### config.mk
export PLATFORM = sky130hd
export DESIGN_NAME = ist_ctrl
export DESIGN_NICKNAME = d
export VERILOG_FILES = /design/src/hw/rtl/interval_set_tracker_core_defines.svh /design/src/hw/rtl/ist_pkg.sv /design/src/hw/rtl/ist_ctrl.sv
export SDC_FILE = /design/constraint.sdc
export NUM_CORES = 1
export LEC_CHECK = 0
export ABC_CLOCK_PERIOD_IN_PS = 1000
export BUFFER_PORTS_ARGS = -buffer_cell sky130_fd_sc_hd__buf_2
export CAP_MARGIN = 20
export CORE_AREA = 2 2 39 41
export CTS_BUF_LIST = sky130_fd_sc_hd__clkbuf_8
export DETAILED_ROUTE_END_ITERATION = 8
export DIE_AREA = 0 0 41 43
export GPL_ROUTABILITY_DRIVEN = 0
export SYNTH_ARGS = -nofsm -noshare
export SYNTH_HDL_FRONTEND = slang
export SYNTH_SLANG_ARGS = --single-unit
### constraint.sdc
create_clock -name clk -period 1 [get_ports clk]
set_input_delay 0.1 -clock clk [delete_from_list [all_inputs] [get_ports clk]]
set_output_delay 0.1 -clock clk [all_outputs]
set_load 0.03 [all_outputs]
### src/hw/rtl/interval_set_tracker_core_defines.svh
// assertion macros shared by the interval set tracker rtl
// no dependencies; expects clk and arst_n in the including scope
`ifndef INTERVAL_SET_TRACKER_CORE_DEFINES_SVH
`define INTERVAL_SET_TRACKER_CORE_DEFINES_SVH

// same-cycle implication, disabled during reset
`define IST_ASSERT_NOW(label, ante, cons, msg) \
	label: assert property (@(posedge clk) disable iff (!arst_n) (ante) |-> (cons)) \
		else $error(msg);

// next-cycle implication, disabled during reset
`define IST_ASSERT_NEXT(label, ante, cons, msg) \
	label: assert property (@(posedge clk) disable iff (!arst_n) (ante) |=> (cons)) \
		else $error(msg);

`endif

### src/hw/rtl/ist_pkg.sv
// types and codes for the interval set tracker
// no dependencies
package ist_pkg;

	typedef enum logic [1:0] {
		CMD_ADD    = 2'd0,
		CMD_REMOVE = 2'd1,
		CMD_QUERY  = 2'd2
	} command_t;

	localparam logic [1:0] ST_OK    = 2'd0;
	localparam logic [1:0] ST_FULL  = 2'd1;
	localparam logic [1:0] ST_EMPTY = 2'd2;

	typedef enum logic [1:0] {
		OP_ADD,
		OP_REMOVE,
		OP_QUERY,
		OP_NONE
	} op_t;

	typedef enum logic [2:0] {
		S_IDLE,
		S_CHECK,
		S_EVAL,
		S_EXTRA,
		S_FINAL,
		S_RESP
	} state_t;

	typedef struct packed {
		logic start;
		logic eval;
		logic extra;
		logic finish;
	} ctrl_cmd_t;

	typedef struct packed {
		logic done;
		logic need_extra;
	} dp_stat_t;

endpackage

### src/hw/rtl/ist_ctrl.sv
// sequencer for the interval set tracker: walks the table one entry at a time
// depends on ist_pkg
module ist_ctrl
	import ist_pkg::*;
(
	input  logic      clk,
	input  logic      arst_n,
	input  logic      in_valid,
	output logic      in_ready,
	output logic      out_valid,
	input  logic      out_ready,
	input  dp_stat_t  stat,
	output ctrl_cmd_t cmd
);

	state_t state_q, state_d;

	always_ff @(posedge clk or negedge arst_n) begin
		if (!arst_n) begin
			state_q <= S_IDLE;
		end else begin
			state_q <= state_d;
		end
	end

	always_comb begin
		state_d = state_q;
		unique case (state_q)
			S_IDLE:  if (in_valid) state_d = S_CHECK;
			S_CHECK: state_d = stat.done ? S_FINAL : S_EVAL;
			S_EVAL:  state_d = stat.need_extra ? S_EXTRA : S_CHECK;
			S_EXTRA: state_d = S_CHECK;
			S_FINAL: state_d = S_RESP;
			S_RESP:  if (out_ready) state_d = S_IDLE;
			default: state_d = S_IDLE;
		endcase
	end

	always_comb begin
		in_ready   = (state_q == S_IDLE);
		out_valid  = (state_q == S_RESP);
		cmd.start  = (state_q == S_IDLE) && in_valid;
		cmd.eval   = (state_q == S_EVAL);
		cmd.extra  = (state_q == S_EXTRA);
		cmd.finish = (state_q == S_FINAL);
	end

endmodule

==> qor.yml, run 1 <==
power_and_ir_drop:
  share_comb_of_total_power: 0.621
  pwr-share-seq: 0.176
  p_sw_uw: 694
  p_int_uw: 996
  peakVddDrop_uv: 871
  clock_power_share: 0.203
  p_leak_nw: 0.227
  pwr_dens_nw_per_um2: 3570
  sw_frac_of_total: 0.411
  total_power_mw: 1.69
cells_and_area:
  seqCellArea_um2: 78.8
  area_growth_syn_to_layout_pct: 133
  multi_input_comb_area_um2: 140
  fillCellCount: 145
  final_design_area_no_fill_um2: 473
  drive_above_1_share: 0.755
  largest_register_ff_count: 3
  finalCoreUtilization: 0.342
  diodes: 0
  num-nets-final: 56
  max_flop_register: "state_q"
  count_of_placed_standard_cells_in_the_final_layout_fillers_left_out: 65
  final_cell_mix: "11 x sky130_fd_sc_hd__buf_4, 6 x sky130_fd_sc_hd__buf_2, 5 x sky130_fd_sc_hd__buf_6"
  biggestRegsByFlops: "state_q: 3 flops"
  layout_commonest_cell: "sky130_fd_sc_hd__buf_4"
yosys:
  post_synth_instance_area_um2: 203
  yosys_register_bits: 3
  ys_seq_area_frac: 0.370
  yosys.cell_types.count: 17
  synth.net_count: 30
  yosys_warnings: 0
  syn_avg_cell_area_um2: 8.45
  cell_count_after_synthesis: 24
flow_run:
  max_cap_violations: 0
grt:
  globalRouteOverflowTotal: 0
  grt_antenna_before_repair: 0
  gr-usage-all-layers: 0.105
  grt_start_max_net_pins: 7
  global_route_wire_length_before_repair_um: 1160
  grt_pass1_vias: 279
sta:
  drv_slew: 0
  fin_crit_sh: 1.23
  final-setup-viol-count: 8
  slew_headroom: 0.882
  fin_worst_hold_slack_ps: 165
  clock_skew_ps: 1.46
  maxClockFrequency_mhz: 815
  timing_hold_violations_final: 0
  tightestPinTransition_ps: 176
  setup_ws_ps: -227
  rsz0062_at_grt: "true"
  final_min_period_ps: 1230
  fin_tns_setup_ps: -1260
critical_path:
  rrSetupSlack_ps: -80
  worstPathArrival_ps: 1130
  timing_worst_setup_path_type: "register to primary output"
  critPathLaunch: "state_q[1]"
  endpoint_type_of_the_worst_setup_path: "primary output"
  worstPathMaxFanout: 4
  worstReg2RegEnd: "state_q[1]"
  crit_path_start_kind: "register"
  critical_path.endpoint: "cmd[3]"
  timing.rr.start: "state_q[1]"
  worstPathRequired_ps: 900
  reg2reg_depth: 5
run_status:
  status: "finished, violations left"
  failing_checks: "setup timing"
min_path:
  holdCritPathClass: "input pin to register"
  min_from: "stat[1]"
cts:
  cts.root.buffer_cell: "sky130_fd_sc_hd__clkbuf_8"
  clock_tree_from_tritoncts: "yes"
  cts_buffers: 3
  clock_latency_ps: 220
  cts.htree.levels: 1
  cts.sink_count: 3
  cts.clk_slew.worst_paths_ps: 30
  cts_buffer_depth: 2
placement:
  dpl_cell_area_um2: 323
  dp.cells: 54
  port_buf_inserts: 11
  dpl_worst_slack_ps: -110
die:
  fp.coreArea_um2: 1380
  boundaryPins: 12
  floorplan.initialDensity: 0.146
  chipWidth_um: 41
  die_area_um2: 1760
  die_h_um: 43
  placement_rows: 14
drt:
  first_iter_violations: 9
  drtPass1Iterations: 5
  postRouteWirelength_um: 708
  detail_route.wl_per_cell_um: 10.9
  vias_per_cell: 3.97
  final_antenna_net_count: 0
  detailed_route_drc_error_count: 0
  dr_vias: 258
-- cell usage after synthesis, drive strengths merged --
cell    number  area, um^2
inv          2        7.50
and2         1        6.26
a31oi        1        6.26
nand2b       1        6.26
o21ai        1        5.00
o31ai        1        7.51
nand3b       1        7.51
buf          2        18.8
nor2         5        18.8
nor3         1        10.0
nand2        1        3.75
nor3b        2        20.0
a21oi        2        10.0
dfrtp        3        75.1
-- power by group through the flow --
| stage | Clock, mW | Combinational (mW) | Sequential, mW |
|---|---|---|---|
| floorplan | 0 | 0.585 | 0.238 |
| global placement | 0 | 0.720 | 0.285 |
| detailed placement | 0 | 0.718 | 0.298 |
| CTS | 0.347 | 0.951 | 0.311 |
| global route | 0.350 | 1.12 | 0.307 |
| finish | 0.343 | 1.05 | 0.297 |
-- critical path: stages, from the launching register on --
cell and delay [ps]:
sky130_fd_sc_hd__dfrtp_2 430, sky130_fd_sc_hd__nor3_4 200, sky130_fd_sc_hd__and2_4 160, sky130_fd_sc_hd__buf_6 120
-- area by class of cell --
| class | count | area share |
|---|---|---|
| Clock buffer | 3 | 0.0873 |
| Multi-Input combinational cell | 17 | 0.296 |
| Clock inverter | 1 | 0.00794 |
| Timing Repair Buffer | 23 | 0.378 |
| Sequential cell | 3 | 0.167 |
| Tap cell | 16 | 0.0423 |
| Inverter | 2 | 0.0212 |
-- what timing repair did --
item / CTS / global route
setup buffers: 4 / 3
pin swaps: 3 / 4
gates resized for setup: 17 / 0
hold buffers: 1 / 0
hold endpoints to repair: 3 / 0
setup endpoints to repair: 7 / 9
-- per-layer routing --
layer	global-route usage	wire length, um	up-vias
li1	-	-	129
met1	0.110	248	115
met2	0.153	407	12
met3	0.0314	41	2
met4	0.100	10	0
met5	0	0	-
-- how the worst min path moves through the flow --
stage | endpoint | slack [ps] | depth (start not counted)
3_5_place_dp | state_q[1] | -100 | 1
2_1_floorplan | state_q[0] | -200 | 0
3_3_place_gp | state_q[2] | -100 | 1
4_1_cts | state_q[2] | 170 | 3
5_1_grt | state_q[2] | 190 | 3
6_report | state_q[2] | 160 | 3
-- cells by family after synthesis --
logic type             count (synthesis)  synth area share
buffers and inverters                  4             0.130
and+or+nand+nor                       12             0.358
AOI/OAI and AO/OA                      5             0.142
DFF                                    3             0.370
No activity file was read; power rests on OpenSTA's default activity.
==> run 2, diff against run 1 <==
--- a/config.mk
+++ b/config.mk
@@ -13,6 +13,7 @@
 export DETAILED_ROUTE_END_ITERATION = 8
 export DIE_AREA = 0 0 41 43
 export GPL_ROUTABILITY_DRIVEN = 0
+export GPL_TIMING_DRIVEN = 0
 export SYNTH_ARGS = -nofsm -noshare
 export SYNTH_HDL_FRONTEND = slang
 export SYNTH_SLANG_ARGS = --single-unit
==> run 2 against run 1 <==
  * The run still ends with setup timing left
  * Fmax fell by 1.1%
  * Cell count shrank 7.7%
  * Cell area rose by 2.1%
  * First-iteration DRC count is 78% lower
  * Critical path depth stayed put
  * Utilization increased by 0.72 points
  * Setup slack got worse by 13 ps
  * Sequential power fell by 4%
  * Hold slack lost 3.5 ps
  * Count of clock-buffer cells in the layout stayed put
  * Non-clock buffer count fell by 5
  * Critical path type unchanged
  * Largest power group unchanged
  * Highest routed layer is now met3
==> qor.yml, run 2 (synthesis results as in run 1) <==
power_and_ir_drop:
  peakVddDrop_uv: 966  # was 871 uV
  p_leak_nw: 0.214  # was 0.227 nW
  clock_power_share: 0.197  # was 0.203
  sw_frac_of_total: 0.421  # was 0.411
  total_power_mw: 1.75  # was 1.69 mW
  p_sw_uw: 738  # was 694 uW
  share_comb_of_total_power: 0.640  # was 0.621
  pwr-share-seq: 0.162  # was 0.176
  pwr_dens_nw_per_um2: 3630  # was 3570 nW/um^2
  p_int_mw: 1.01  # was 996 uW
sta:
  rsz0062_at_grt: "true"  # unchanged
  final_min_period_ps: 1240  # was 1230 ps
  clock_skew_ps: 0.137  # was 1.46 ps
  tightestPinTransition_ps: 158  # was 176 ps
  timing_hold_violations_final: 0  # unchanged
  drv_slew: 0  # unchanged
  fin_crit_sh: 1.24  # was 1.23
  setup_ws_ps: -240  # was -227 ps
  maxClockFrequency_mhz: 806  # was 815 MHz
  final-setup-viol-count: 7  # was 8
  slew_headroom: 0.895  # was 0.882
cells_and_area:
  count_of_placed_standard_cells_in_the_final_layout_fillers_left_out: 60  # was 65
  seqCellArea_um2: 78.8  # unchanged
  final_cell_mix: "7 x sky130_fd_sc_hd__buf_6, 6 x sky130_fd_sc_hd__buf_2"  # was 11 x sky130_fd_sc_hd__buf_4, 6 x sky130_fd_sc_hd__buf_2, 5 x sky130_fd_sc_hd__buf_6
  biggestRegsByFlops: "state_q: 3 flops"  # unchanged
  max_flop_register: "state_q"  # unchanged
  num-nets-final: 51  # was 56
  layout_commonest_cell: "sky130_fd_sc_hd__buf_6"  # was sky130_fd_sc_hd__buf_4
  diodes: 0  # unchanged
  drive_above_1_share: 0.818  # was 0.755
  area_growth_syn_to_layout_pct: 138  # was 133%
  largest_register_ff_count: 3  # unchanged
  fillCellCount: 153  # was 145
  multi_input_comb_area_um2: 168  # was 140 um^2
cts:
  cts.sink_count: 3  # unchanged
  cts_buffer_depth: 2  # unchanged
  cts_buffers: 3  # unchanged
  clock_latency_ps: 220  # about the same
  cts.htree.levels: 1  # unchanged
  clock_tree_from_tritoncts: "yes"  # unchanged
  cts.clk_slew.worst_paths_ps: 30  # about the same
  cts.root.buffer_cell: "sky130_fd_sc_hd__clkbuf_8"  # unchanged
drt:
  final_antenna_net_count: 0  # unchanged
  first_iter_violations: 2  # was 9
  drtPass1Iterations: 2  # was 5
  detail_route.wl_per_cell_um: 10.8  # was 10.9 um
  dr_vias: 237  # was 258
  vias_per_cell: 3.95  # was 3.97
  postRouteWirelength_um: 645  # was 708 um
  detailed_route_drc_error_count: 0  # unchanged
critical_path:
  reg2reg_depth: 5  # unchanged
  worstPathRequired_ps: 900  # about the same
  peak_per_stage_delay_on_the_critical_path_ps: 440  # was 430 ps
  rrSetupSlack_ps: -80  # about the same
  timing.critical_path.slowest_stage_cell: "sky130_fd_sc_hd__dfrtp_2"  # unchanged
  crit_path_start_kind: "register"  # unchanged
  worstPathArrival_ps: 1140  # was 1130 ps
  number_of_logic_stages_on_the_critical_path_including_buffering: 3  # unchanged
  crit_path_cell_chain: "nor3_4, and2_4, buf_6"  # unchanged
  endpoint_type_of_the_worst_setup_path: "primary output"  # unchanged
  critical_path.endpoint: "cmd[3]"  # unchanged
  path_delay_family: "flip-flops"  # unchanged
  bufs_and_invs_on_worst_path: 1  # unchanged
  worstReg2RegEnd: "state_q[1]"  # unchanged
  timing_worst_setup_path_type: "register to primary output"  # unchanged
  worstPathMaxFanout: 4  # unchanged
  timing.rr.start: "state_q[1]"  # unchanged
  critPathLaunch: "state_q[2]"  # was state_q[1]
grt:
  grt_pass1_vias: 229  # was 279
  global_route_wire_length_before_repair_um: 903  # was 1160 um
  grt_antenna_before_repair: 0  # unchanged
  gr-usage-all-layers: 0.0896  # was 0.105
  globalRouteOverflowTotal: 0  # unchanged
  grt_start_max_net_pins: 8  # was 7
die:
  fp.coreArea_um2: 1380  # unchanged
  die_area_um2: 1760  # unchanged
  chipWidth_um: 41  # unchanged
  floorplan.initialDensity: 0.146  # unchanged
  placement_rows: 14  # unchanged
  die_h_um: 43  # unchanged
  boundaryPins: 12  # unchanged
placement:
  port_buf_inserts: 11  # unchanged
  dp.cells: 51  # was 54
  post-dp-hpwl_um: 348
min_path:
  min_from: "stat[1]"  # unchanged
  holdCritPathClass: "input pin to register"  # unchanged
flow_run:
  max_cap_violations: 0  # unchanged
run_status:
  status: "finished, violations left"  # unchanged
  failing_checks: "setup timing"  # unchanged
[run 2: tightest hold or removal path: stages]
cell and delay, ps:
sky130_fd_sc_hd__buf_2 110, sky130_fd_sc_hd__nand3b_1 70, sky130_fd_sc_hd__a21oi_1 60
[run 2: per-stage QoR]
step	hold slack, ps	setup WS [ps]	utilization	setup TNS (ps)	area, um^2
finish	161	-240	0.349	-1160	483
global route	176	-282	0.349	-1530	483
CTS	152	-258	0.322	-1460	445
detailed placement	-103	-111	0.222	-312	308
global placement	-105	-104	0.222	-267	308
floorplan	-196	-207	-	-328	233
[run 2: power by group through the flow]
stage / Sequential (mW) / Clock [mW] / Combinational (mW)
6_report: 0.285 / 0.345 / 1.12
3_3_place_gp: 0.250 / 0 / 0.715
4_1_cts: 0.256 / 0.355 / 0.980
2_1_floorplan: 0.238 / 0 / 0.585
5_1_grt: 0.296 / 0.363 / 1.20
3_5_place_dp: 0.254 / 0 / 0.719
[run 2: worst min path at each step]
stage | endpoint | slack (ps) | cells past startpoint
floorplan | state_q[0] | -200 | 0
global placement | state_q[1] | -100 | 1
detailed placement | state_q[1] | -100 | 1
CTS | state_q[1] | 150 | 3
global route | state_q[2] | 180 | 3
finish | state_q[2] | 160 | 3
[run 2: layout make-up]
cell class,instances,share of cell area
sequential,3,0.163
clock inverter,1,0.00777
clock buffer,3,0.0855
timing repair buffer,18,0.334
inverter,2,0.0207
multi-input combinational,17,0.347
tap,16,0.0415
[run 2: what timing repair did]
action / in CTS / in global routing
pin swaps: 4 / 4
hold buffers: 1 / 0
endpoints found under the setup margin: 7 / 9
gates resized for setup: 16 / 9
setup buffers: 5 / 2
hold endpoints to repair: 3 / 0
[run 2: metal layers]
| metal | wire (um) | GRT usage | vias up |
|---|---|---|---|
| met5 | 0 | 0 | - |
| met4 | 0 | 0.120 | 0 |
| met3 | 20 | 0.0471 | 0 |
| met2 | 392 | 0.119 | 8 |
| met1 | 232 | 0.0779 | 110 |
| li1 | - | - | 119 |
==> run 3, diff against run 2 <==
--- a/config.mk
+++ b/config.mk
@@ -14,6 +14,8 @@
 export DIE_AREA = 0 0 41 43
 export GPL_ROUTABILITY_DRIVEN = 0
 export GPL_TIMING_DRIVEN = 0
+export PLACE_DENSITY = 0.47
+export SETUP_SLACK_MARGIN = 0.5
 export SYNTH_ARGS = -nofsm -noshare
 export SYNTH_HDL_FRONTEND = slang
 export SYNTH_SLANG_ARGS = --single-unit
==> run 3 against run 2 <==
  * The run still ends with setup timing left
  * Hold slack better by 3.6 ps
  * Setup slack worse by 18 ps
  * Global-route usage up 1.0 points
  * Critical endpoint unchanged
==> qor.yml, run 3 (synthesis results as in run 1) <==
critical_path:
  endpoint_type_of_the_worst_setup_path: "primary output"  # unchanged
  peak_per_stage_delay_on_the_critical_path_ps: 360  # was 440 ps
  timing_worst_setup_path_type: "register to primary output"  # unchanged
  worstPathArrival_ps: 1160  # was 1140 ps
  critical-path-top-cell-by-count: "sky130_fd_sc_hd__buf_6"
  worstPathRequired_ps: 900  # about the same
  crit_path_start_kind: "register"  # unchanged
  worstPathMaxFanout: 5  # was 4
  timing.critical_path.slowest_stage_cell: "sky130_fd_sc_hd__dfrtp_1"  # was sky130_fd_sc_hd__dfrtp_2
  crit_path_cell_chain: "buf_6, nor3_4, and2_4, buf_6"  # was nor3_4, and2_4, buf_6
cells_and_area:
  drive_above_1_share: 0.755  # was 0.818
  layout_commonest_cell: "sky130_fd_sc_hd__buf_6"  # unchanged
  largest_register_ff_count: 3  # unchanged
  num-nets-final: 56  # was 51
  biggestRegsByFlops: "state_q: 3 flops"  # unchanged
  area_growth_syn_to_layout_pct: 149  # was 138%
  max_flop_register: "state_q"  # unchanged
  finalCoreUtilization: 0.365  # was 0.349
  final_cell_mix: "10 x sky130_fd_sc_hd__buf_6, 6 x sky130_fd_sc_hd__buf_2, 6 x sky130_fd_sc_hd__buf_4"  # was 7 x sky130_fd_sc_hd__buf_6, 6 x sky130_fd_sc_hd__buf_2
  diodes: 0  # unchanged
power_and_ir_drop:
  peakVddDrop_uv: 1400  # was 966 uV
  share_comb_of_total_power: 0.670  # was 0.640
  p_sw_uw: 737  # was 738 uW
  pwr_dens_nw_per_um2: 3550  # was 3630 nW/um^2
  clock_power_share: 0.192  # was 0.197
  sw_frac_of_total: 0.411  # was 0.421
  total_power_mw: 1.79  # was 1.75 mW
  pwr-share-seq: 0.138  # was 0.162
  p_leak_nw: 0.244  # was 0.214 nW
  p_int_mw: 1.06  # was 1.01 mW
die:
  floorplan.initialDensity: 0.146  # unchanged
  boundaryPins: 12  # unchanged
  die_area_um2: 1760  # unchanged
  die_h_um: 43  # unchanged
  chipWidth_um: 41  # unchanged
  placement_rows: 14  # unchanged
  fp.coreArea_um2: 1380  # unchanged
grt:
  grt_start_max_net_pins: 9  # was 8
  grt_antenna_before_repair: 0  # unchanged
  globalRouteOverflowTotal: 0  # unchanged
  grt_pass1_vias: 270  # was 229
  gr-usage-all-layers: 0.0996  # was 0.0896
  global_route_wire_length_before_repair_um: 1120  # was 903 um
cts:
  clock_tree_from_tritoncts: "yes"  # unchanged
  cts_buffers: 3  # unchanged
  cts.clk_slew.worst_paths_ps: 30  # about the same
  cts.sink_count: 3  # unchanged
  cts.root.buffer_cell: "sky130_fd_sc_hd__clkbuf_8"  # unchanged
  cts.htree.levels: 1  # unchanged
  clock_latency_ps: 220  # about the same
  cts_buffer_depth: 2  # unchanged
run_status:
  status: "finished, violations left"  # unchanged
  failing_checks: "setup timing"  # unchanged
drt:
  dr_vias: 259  # was 237
  detailed_route_drc_error_count: 0  # unchanged
  final_antenna_net_count: 0  # unchanged
  vias_per_cell: 3.98  # was 3.95
  first_iter_violations: 0  # was 2
  detail_route.wl_per_cell_um: 10.3  # was 10.8 um
  postRouteWirelength_um: 672  # was 645 um
  drtPass1Iterations: 1  # was 2
sta:
  clock_skew_ps: 2.86  # was 0.137 ps
  maxClockFrequency_mhz: 795  # was 806 MHz
  final-setup-viol-count: 9  # was 7
  timing_hold_violations_final: 0  # unchanged
  tightestPinTransition_ps: 189  # was 158 ps
  setup_ws_ps: -258  # was -240 ps
  fin_crit_sh: 1.26  # was 1.24
  rsz0062_at_grt: "true"  # unchanged
  final_min_period_ps: 1260  # was 1240 ps
  slew_headroom: 0.873  # was 0.895
  drv_slew: 0  # unchanged
placement:
  port_buf_inserts: 11  # unchanged
  post-dp-hpwl_um: 410  # was 348 um
min_path:
  holdCritPathClass: "input pin to register"  # unchanged
flow_run:
  max_cap_violations: 0  # unchanged
[run 3: changes by cell type in the layout (fill, tap and decap cells not counted), sizes merged]
cell / previous run / this run
buf: 17 / 22
[run 3: routing by layer]
layer  share of wire  up-vias  track usage
met5               0        -            0
met4           0.034        0       0.0800
met3            0.11        3       0.0419
met2            0.45       14        0.119
met1            0.41      113        0.133
li1                -      129            -
[run 3: power by group through the flow]
stage / Clock [mW] / Combinational (mW) / Sequential, mW
global placement: 0 / 0.746 / 0.256
floorplan: 0 / 0.601 / 0.243
detailed placement: 0 / 0.745 / 0.259
finish: 0.345 / 1.20 / 0.247
global route: 0.364 / 1.29 / 0.255
CTS: 0.351 / 1.06 / 0.248
[run 3: cell type report]
type / instances / area (um^2)
Buffer: 2 / 22.5
Clock buffer: 3 / 41.3
Clock inverter: 1 / 3.75
Fill cell: 147 / 878
Inverter: 2 / 10.0
Multi-Input combinational cell: 17 / 156
Sequential cell: 3 / 76.3
Tap cell: 16 / 20.0
Timing Repair Buffer: 21 / 175
[run 3: metrics by stage]
| stage | cell area, um^2 | setup WS (ps) | std cells | setup TNS [ps] | hold WS [ps] |
|---|---|---|---|---|---|
| after floorplan | 239 | -207 | 24 | -332 | -196 |
| after global placement | 314 | -104 | 51 | -291 | -100 |
| after detailed placement | 314 | -107 | 51 | -298 | -100 |
| after CTS | 460 | -275 | 61 | -1300 | 172 |
| after global routing | 505 | -323 | 65 | -1750 | 170 |
| final | 505 | -258 | 65 | -1280 | 165 |
[run 3: repair_timing]
action,CTS,global route
pin swaps,3,4
setup buffers,5,4
endpoints found under the setup margin,9,9
hold buffers,1,0
gates resized for setup,16,4
hold endpoints to repair,3,0
[run 3: worst paths after layout]
| path | from | slack (ps) | cells past startpoint | to |
|---|---|---|---|---|
| hold / removal | stat[0] | 160 | 3 | state_q[1] |
| max in group asynchronous | arst_n | 670 | 2 | state_q[0] |
| setup reg to reg | state_q[1] | -90 | 6 | state_q[1] |
| setup / recovery | state_q[2] | -260 | 4 | cmd[3] |
| hold reg to reg | state_q[1] | 610 | 2 | state_q[0] |
| min in group asynchronous | arst_n | 210 | 2 | state_q[0] |
[run 3: worst max-delay path, delay by kind of cell, from the launching register on]
| kind | cells | cell delay (ps) |
|---|---|---|
| buffers and inverters | 2 | 250 |
| flip-flops | 1 | 360 |
| AND/OR/NAND/NOR | 2 | 330 |
